==> config.mk <==
export PLATFORM = sky130hd
export DESIGN_NAME = ddodo_seq
export DESIGN_NICKNAME = d
export VERILOG_FILES = /design/src/hw/rtl/ddodo_pkg.sv /design/src/hw/rtl/ddodo_seq.sv
export SDC_FILE = /design/constraint.sdc
export NUM_CORES = 1
export LEC_CHECK = 0
export ABC_AREA = 0
export BUFFER_PORTS_ARGS = -buffer_cell sky130_fd_sc_hd__buf_4
export CAP_MARGIN = 30
export CORE_MARGIN = 5
export CORE_UTILIZATION = 50
export DETAILED_ROUTE_END_ITERATION = 8
export MAX_ROUTING_LAYER = met4
export PLACE_DENSITY = 0.82
export SKIP_CTS_REPAIR_TIMING = 1
export SLEW_MARGIN = 20
export SYNTH_ARGS = -nofsm -noshare
export SYNTH_HDL_FRONTEND = slang
export SYNTH_SLANG_ARGS = --single-unit
==> constraint.sdc <==
create_clock -name clock -period 2.5 [get_ports clock]
set_clock_uncertainty 0.15 [all_clocks]
set_input_delay 0.25 -clock clock [delete_from_list [all_inputs] [get_ports clock]]
set_output_delay 0.25 -clock clock [all_outputs]
set_load 0.02 [all_outputs]
==> src/hw/rtl/ddodo_pkg.sv <==
// shared types, constants and control store for the differential drive odometry block
package ddodo_pkg;

   localparam int CORDIC_STEPS = 16;
   localparam int ATAN_ENTRIES = 24;
   localparam int CORDIC_N     = (CORDIC_STEPS < ATAN_ENTRIES) ? CORDIC_STEPS : ATAN_ENTRIES;
   localparam int ITER_W       = $clog2(ATAN_ENTRIES + 1);

   localparam int CW       = 34;
   localparam int CSR_IDX_W = 1;

   localparam logic signed [CW-1:0] CORDIC_START = 34'sd652032874;
   localparam logic [31:0] TWO_PI_Q29 = 32'd3373259426;

   localparam logic [31:0] DISTANCE_GAIN_RESET = 32'd104858;
   localparam logic [31:0] HEADING_GAIN_RESET  = 32'd26215;

   localparam logic [CSR_IDX_W-1:0] CSR_DISTANCE_GAIN = 1'd0;
   localparam logic [CSR_IDX_W-1:0] CSR_HEADING_GAIN  = 1'd1;

   typedef logic [3:0] upc_type;

   localparam upc_type STEP_WAIT   = 4'd0;
   localparam upc_type STEP_MH     = 4'd1;
   localparam upc_type STEP_MD     = 4'd2;
   localparam upc_type STEP_CINIT  = 4'd3;
   localparam upc_type STEP_RAD    = 4'd4;
   localparam upc_type STEP_CITER  = 4'd5;
   localparam upc_type STEP_XHI    = 4'd6;
   localparam upc_type STEP_XLO    = 4'd7;
   localparam upc_type STEP_XSUM   = 4'd8;
   localparam upc_type STEP_XADD   = 4'd9;
   localparam upc_type STEP_YHI    = 4'd10;
   localparam upc_type STEP_YLO    = 4'd11;
   localparam upc_type STEP_YSUM   = 4'd12;
   localparam upc_type STEP_YADD   = 4'd13;
   localparam upc_type STEP_RESULT = 4'd14;

   typedef enum logic [3:0] {
      OP_NOP,
      OP_CAPTURE,
      OP_HEAD_ADD,
      OP_CORDIC_INIT,
      OP_RAD,
      OP_CORDIC_STEP,
      OP_PART,
      OP_SCALE,
      OP_ACCUM,
      OP_RESULT
   } op_type;

   typedef enum logic [2:0] {
      MUL_HEAD,
      MUL_DIST,
      MUL_RAD,
      MUL_TRIG_HI,
      MUL_TRIG_LO
   } mul_sel_type;

   typedef enum logic [2:0] {
      JMP_NEVER,
      JMP_ALWAYS,
      JMP_NO_REQ,
      JMP_LOOP,
      JMP_OUT_BUSY
   } jmp_type;

   typedef struct packed {
      op_type      op;
      logic        mul_en;
      mul_sel_type mul_sel;
      logic        axis;
      jmp_type     jmp;
      upc_type     target;
      logic        fin;
   } ucode_type;

   typedef struct packed {
      op_type              op;
      logic                mul_en;
      mul_sel_type         mul_sel;
      logic                axis;
      logic [ITER_W-1:0]   iter;
      logic                fire;
   } ctl_type;

   typedef struct packed {
      logic signed [31:0] pos_x;
      logic signed [31:0] pos_y;
      logic [15:0]        heading;
      logic [31:0]        check_sum;
   } result_type;

   function automatic ucode_type uw(op_type op, logic mul_en, mul_sel_type ms, logic axis,
                                    jmp_type jmp, upc_type tgt, logic fin);
      ucode_type w;
      w.op      = op;
      w.mul_en  = mul_en;
      w.mul_sel = ms;
      w.axis    = axis;
      w.jmp     = jmp;
      w.target  = tgt;
      w.fin     = fin;
      return w;
   endfunction

   function automatic ucode_type ucode_rom(upc_type pc);
      ucode_type w;
      unique case (pc)
         STEP_WAIT:   w = uw(OP_CAPTURE, 1'b0, MUL_HEAD, 1'b0, JMP_NO_REQ, STEP_WAIT, 1'b0);
         STEP_MH:     w = uw(OP_NOP, 1'b1, MUL_HEAD, 1'b0, JMP_NEVER, STEP_WAIT, 1'b0);
         STEP_MD:     w = uw(OP_HEAD_ADD, 1'b1, MUL_DIST, 1'b0, JMP_NEVER, STEP_WAIT, 1'b0);
         STEP_CINIT:  w = uw(OP_CORDIC_INIT, 1'b1, MUL_RAD, 1'b0, JMP_NEVER, STEP_WAIT, 1'b0);
         STEP_RAD:    w = uw(OP_RAD, 1'b0, MUL_RAD, 1'b0, JMP_NEVER, STEP_WAIT, 1'b0);
         STEP_CITER:  w = uw(OP_CORDIC_STEP, 1'b0, MUL_RAD, 1'b0, JMP_LOOP, STEP_CITER, 1'b0);
         STEP_XHI:    w = uw(OP_NOP, 1'b1, MUL_TRIG_HI, 1'b0, JMP_NEVER, STEP_WAIT, 1'b0);
         STEP_XLO:    w = uw(OP_PART, 1'b1, MUL_TRIG_LO, 1'b0, JMP_NEVER, STEP_WAIT, 1'b0);
         STEP_XSUM:   w = uw(OP_SCALE, 1'b0, MUL_TRIG_LO, 1'b0, JMP_NEVER, STEP_WAIT, 1'b0);
         STEP_XADD:   w = uw(OP_ACCUM, 1'b0, MUL_TRIG_LO, 1'b0, JMP_NEVER, STEP_WAIT, 1'b0);
         STEP_YHI:    w = uw(OP_NOP, 1'b1, MUL_TRIG_HI, 1'b1, JMP_NEVER, STEP_WAIT, 1'b0);
         STEP_YLO:    w = uw(OP_PART, 1'b1, MUL_TRIG_LO, 1'b1, JMP_NEVER, STEP_WAIT, 1'b0);
         STEP_YSUM:   w = uw(OP_SCALE, 1'b0, MUL_TRIG_LO, 1'b1, JMP_NEVER, STEP_WAIT, 1'b0);
         STEP_YADD:   w = uw(OP_ACCUM, 1'b0, MUL_TRIG_LO, 1'b1, JMP_NEVER, STEP_WAIT, 1'b0);
         STEP_RESULT: w = uw(OP_RESULT, 1'b0, MUL_TRIG_LO, 1'b0, JMP_OUT_BUSY, STEP_RESULT, 1'b1);
         default:     w = uw(OP_NOP, 1'b0, MUL_HEAD, 1'b0, JMP_ALWAYS, STEP_WAIT, 1'b0);
      endcase
      return w;
   endfunction

   // atan(2^-i) in 2^-32 turn units
   function automatic logic [29:0] atan_turn(logic [ITER_W-1:0] i);
      logic [29:0] v;
      case (i)
         5'd0:    v = 30'd536870912;
         5'd1:    v = 30'd316933406;
         5'd2:    v = 30'd167458907;
         5'd3:    v = 30'd85004756;
         5'd4:    v = 30'd42667331;
         5'd5:    v = 30'd21354463;
         5'd6:    v = 30'd10679838;
         5'd7:    v = 30'd5340245;
         5'd8:    v = 30'd2670163;
         5'd9:    v = 30'd1335087;
         5'd10:   v = 30'd667544;
         5'd11:   v = 30'd333772;
         5'd12:   v = 30'd166886;
         5'd13:   v = 30'd83443;
         5'd14:   v = 30'd41722;
         5'd15:   v = 30'd20861;
         5'd16:   v = 30'd10430;
         5'd17:   v = 30'd5215;
         5'd18:   v = 30'd2608;
         5'd19:   v = 30'd1304;
         5'd20:   v = 30'd652;
         5'd21:   v = 30'd326;
         5'd22:   v = 30'd163;
         5'd23:   v = 30'd81;
         default: v = 30'd0;
      endcase
      return v;
   endfunction

endpackage

==> src/hw/rtl/ddodo_seq.sv <==
// microcode sequencer: step counter, control store lookup, loop counter and jumps
module ddodo_seq (
   input  logic              clock,
   input  logic              reset,
   input  logic              req_valid,
   input  logic              out_busy,
   output logic              req_stall,
   output ddodo_pkg::ctl_type ctl
);
   import ddodo_pkg::*;

   upc_type           upc_ff, upc_in;
   logic [ITER_W-1:0] iter_ff, iter_in;
   ucode_type         w;
   logic              take;

   always_comb begin
      w = ucode_rom(upc_ff);
      case (w.jmp)
         JMP_NEVER:    take = 1'b0;
         JMP_ALWAYS:   take = 1'b1;
         JMP_NO_REQ:   take = !req_valid;
         JMP_LOOP:     take = (iter_ff != ITER_W'(CORDIC_N - 1));
         JMP_OUT_BUSY: take = out_busy;
         default:      take = 1'b0;
      endcase
      if (take) begin
         upc_in = w.target;
      end else if (w.fin) begin
         upc_in = STEP_WAIT;
      end else begin
         upc_in = upc_ff + 4'd1;
      end
      iter_in     = (w.op == OP_CORDIC_STEP) ? (iter_ff + ITER_W'(1)) : '0;
      ctl.op      = w.op;
      ctl.mul_en  = w.mul_en;
      ctl.mul_sel = w.mul_sel;
      ctl.axis    = w.axis;
      ctl.iter    = iter_ff;
      ctl.fire    = !((w.jmp == JMP_NO_REQ) && !req_valid) &&
                    !((w.jmp == JMP_OUT_BUSY) && out_busy);
      req_stall   = (w.op != OP_CAPTURE);
   end

   always_ff @(posedge clock) begin
      if (reset) begin
         upc_ff  <= STEP_WAIT;
         iter_ff <= '0;
      end else begin
         upc_ff  <= upc_in;
         iter_ff <= iter_in;
      end
   end

   a_iter_range: assert property (@(posedge clock) disable iff (reset)
      (ctl.op == OP_CORDIC_STEP) |-> (iter_ff < ITER_W'(CORDIC_N)))
      else $error("cordic loop counter past last step");

   a_upc_range: assert property (@(posedge clock) disable iff (reset)
      upc_ff <= STEP_RESULT)
      else $error("step counter outside program");

endmodule

==> reports/qor.txt <==
post-route minimum period = 2.74 ns
Pre-antenna DRT Iters = 4
worst-path cell chain = ha_4 -> and3_4 -> ha_4 -> nor2b_2 -> o21ba_4 -> or4_4 -> and2_4 -> or2_4 -> ha_4 -> inv_4 -> nor3_1 -> o31a_1
CP required = 2.57 ns
main flop type after synthesis = dfxtp_1
Row Count = 18
cell area after placement = 1680 um^2
vias in the first global route = 1203
CP Max Fanout = 4
#FFs+latches synth = 23
Synth area leaders = dfxtp_1, ha_1, buf_4, nand3_1, inv_1
CTS buffer count = 3
ys async rst share = 0%
Netlist Area Pre-Place = 1310 um^2
Final HPWL DP = 2630 um
Slew Viols, Final = 0
Clk pin slew, worst setup/hold paths = 0.13 ns
DR vias/cell = 5.92
r2r setup slk = -0.24 ns
Pwr Total = 0.860 mW
Max-cap violations = 0
GR Overflow Total = 0
nets = 201
status = complete, but fails checks
CORE AREA = 2500 um^2
Unique masters post-synth = 45
Synth area leader = dfxtp_1
CTS tree = built
failing checks = negative setup slack
Setup WS post-layout = -0.240 ns
crit path DAT = 2.81 ns
initial antenna violation count = 0
sequential cell area fraction in the yosys report = 35.2%
slowest stage delay, CP = 0.43 ns
clock root cell = clkbuf_4
Rel. slew slack = 61.1%
YS warnings = 0
starting density of the core = 52.4%
HP Start = reset
post-route cell area = 1810 um^2
drt drc = 0
first-pass GRT wire length = 5400 um
DR iter-0 viols = 95
Die ar. = 3740 um^2
hold endpoint = upc_ff[0]
critical setup path kind = flip-flop to flip-flop
Reg-to-Reg End = w[10]
Die Span Y = 61.2 um
CTS sink count = 23
hold crit path type = primary input to flip-flop
worst-case reg-to-reg path depth = 12
reg-to-reg startpoint = iter_ff[0]
area grow syn2layout = 38.3%
Avg Inst Size Synth = 9.09 um^2
post-synthesis cell count = 144
crit-path most repeated cell = ha_4
Clock Latency Late Sink = 0.31 ns
pre-CTS setup slack = -0.262 ns
vias post-DR = 1272
Post-synth EDFFs = 0
Wirelength per Cell = 17.1 um
CP endpoint kind = flip-flop
Routed WL = 3680 um
Post-DRT Antenna Nets = 0
Hold Vio Cnt, Final = 0
I/O Buffers = 19
CTS H-tree depth = 1
Leak = 0.740 nW
CTS Buffer Depth = 2
share of cells above drive strength 1 = 45.9%
# diodes = 0
Synthesized Nets = 159
Hold Path Cell Cnt = 2
largest net degree at the start of global routing = 14
PD cells = 475 nW/um^2
GP Congestion = 0.964
unrepaired setup endpoints after global routing = yes
Final Cycle Share = 110%
Synth top area share = 35.2%
VDD IR max = 0.383 mV
Worst Tran Pin Value = 0.581 ns
die width = 61.2 um
IO Pins = 20
Fmax = 0.365 GHz
Tot GR Track Use = 20.0%
Setup crit start kind = flip-flop
final setup violation count = 12
Crit-path slowest cell = or4_4
[placed cells by master (no fill, tap or decap), types with 2 or more instances in the layout]
cell and n:
nand3_1 8, and3_1 2, a32oi_1 2, inv_1 8
a21boi_0 2, nand2_2 2, o31a_1 2, ha_1 4
o21ai_0 3, ha_2 3, o21a_1 2, ha_4 4
a21oi_2 3, a21oi_1 2, nor3b_1 2, o2111ai_2 2
a21boi_1 2, nor2b_1 3, clkbuf_4 3, nor3_1 4
nor2_1 8, o311ai_1 3, xnor2_1 2, dfxtp_4 2
xor2_1 2, dfxtp_1 20, buf_4 49, nand2b_1 2
o31ai_1 3
[stage by stage]
step	util (%)	hold slack [ns]	TNS [ns]	std cells
final	72.4	0.0876	-1.81	215
after global placement	67.3	0.371	-0.971	207
after CTS	68.3	0.0555	-2.10	211
after global routing	72.4	0.0850	-2.88	215
after detailed placement	67.3	0.389	-1.76	207
after floorplan	-	0.287	-0.818	144
[worst max-delay path, delay by kind of cell, from the launching register on]
family / cells / cell delay [ns]
AO/OA/AOI/OAI: 2 / 0.45
adder cells (fa/ha/maj): 3 / 0.44
flip-flops: 1 / 0.38
AND/OR/NAND/NOR: 6 / 1.18
buffers and inverters: 1 / 0.06
[registers in the layout, indices dropped and copies added (netlist names)]
name / flops
iter_ff: 5
upc_ff: 4
w: 14
[metal layers]
metal / wire length, um / global-route usage [%] / vias up
met5: 0 / - / -
met4: 71 / 6.50 / 0
met3: 244 / 3.14 / 10
met2: 1860 / 32.5 / 60
met1: 1510 / 25.4 / 607
li1: - / - / 595
[power by group]
group,switching [mW],internal [mW]
clock network,0.113,0.0624
registers,0.0134,0.386
logic,0.146,0.139
total,0.272,0.588
[cell type report]
cell class	count	area (um^2)
flip-flops and latches	23	469
inverters	10	43.8
multi-input cells	99	866
well taps	30	37.5
repair buffers	49	368
clock buffers	4	26.3
fillers	177	689
[worst max path at each step]
| stage | from | endpoint | slack (ns) | depth (start not counted) |
|---|---|---|---|---|
| floorplan | iter_ff[0] | w[10] | -0.20 | 12 |
| global placement | iter_ff[0] | w[10] | -0.20 | 12 |
| detailed placement | iter_ff[0] | w[10] | -0.26 | 12 |
| CTS | iter_ff[0] | w[10] | -0.28 | 12 |
| global route | iter_ff[0] | w[10] | -0.30 | 12 |
| finish | iter_ff[0] | w[10] | -0.24 | 12 |
[cells by family (layout without fill, tap and decap cells)]
kind of cell	count (synthesis)	count (layout)	synth area share, %
and+or+nand+nor	46	46	19.3
buffers and inverters	22	63	8.99
AOI/OAI and AO/OA	37	37	22.6
DFF	23	23	35.2
muxes	1	1	0.765
xor gates and xnor gates	4	4	2.68
adders and majority gates	11	11	10.5
[Yosys cell counts, types with 2 or more instances]
cell type and n:
xnor2_1 2, nor3b_1 2, nand3_1 10, and3_1 3
nand2_2 2, inv_1 10, xor2_1 2, nor3_1 4
a21boi_0 3, dfxtp_1 23, o21a_1 2, o31a_1 2
a21oi_1 5, a32oi_1 2, o311ai_1 3, nor2b_1 4
o31ai_1 3, buf_4 9, nand2b_1 2, clkbuf_1 2
ha_1 11, o21ai_0 4, nor2_1 10, o2111ai_1 3
Power figures use the tool's default switching activity.
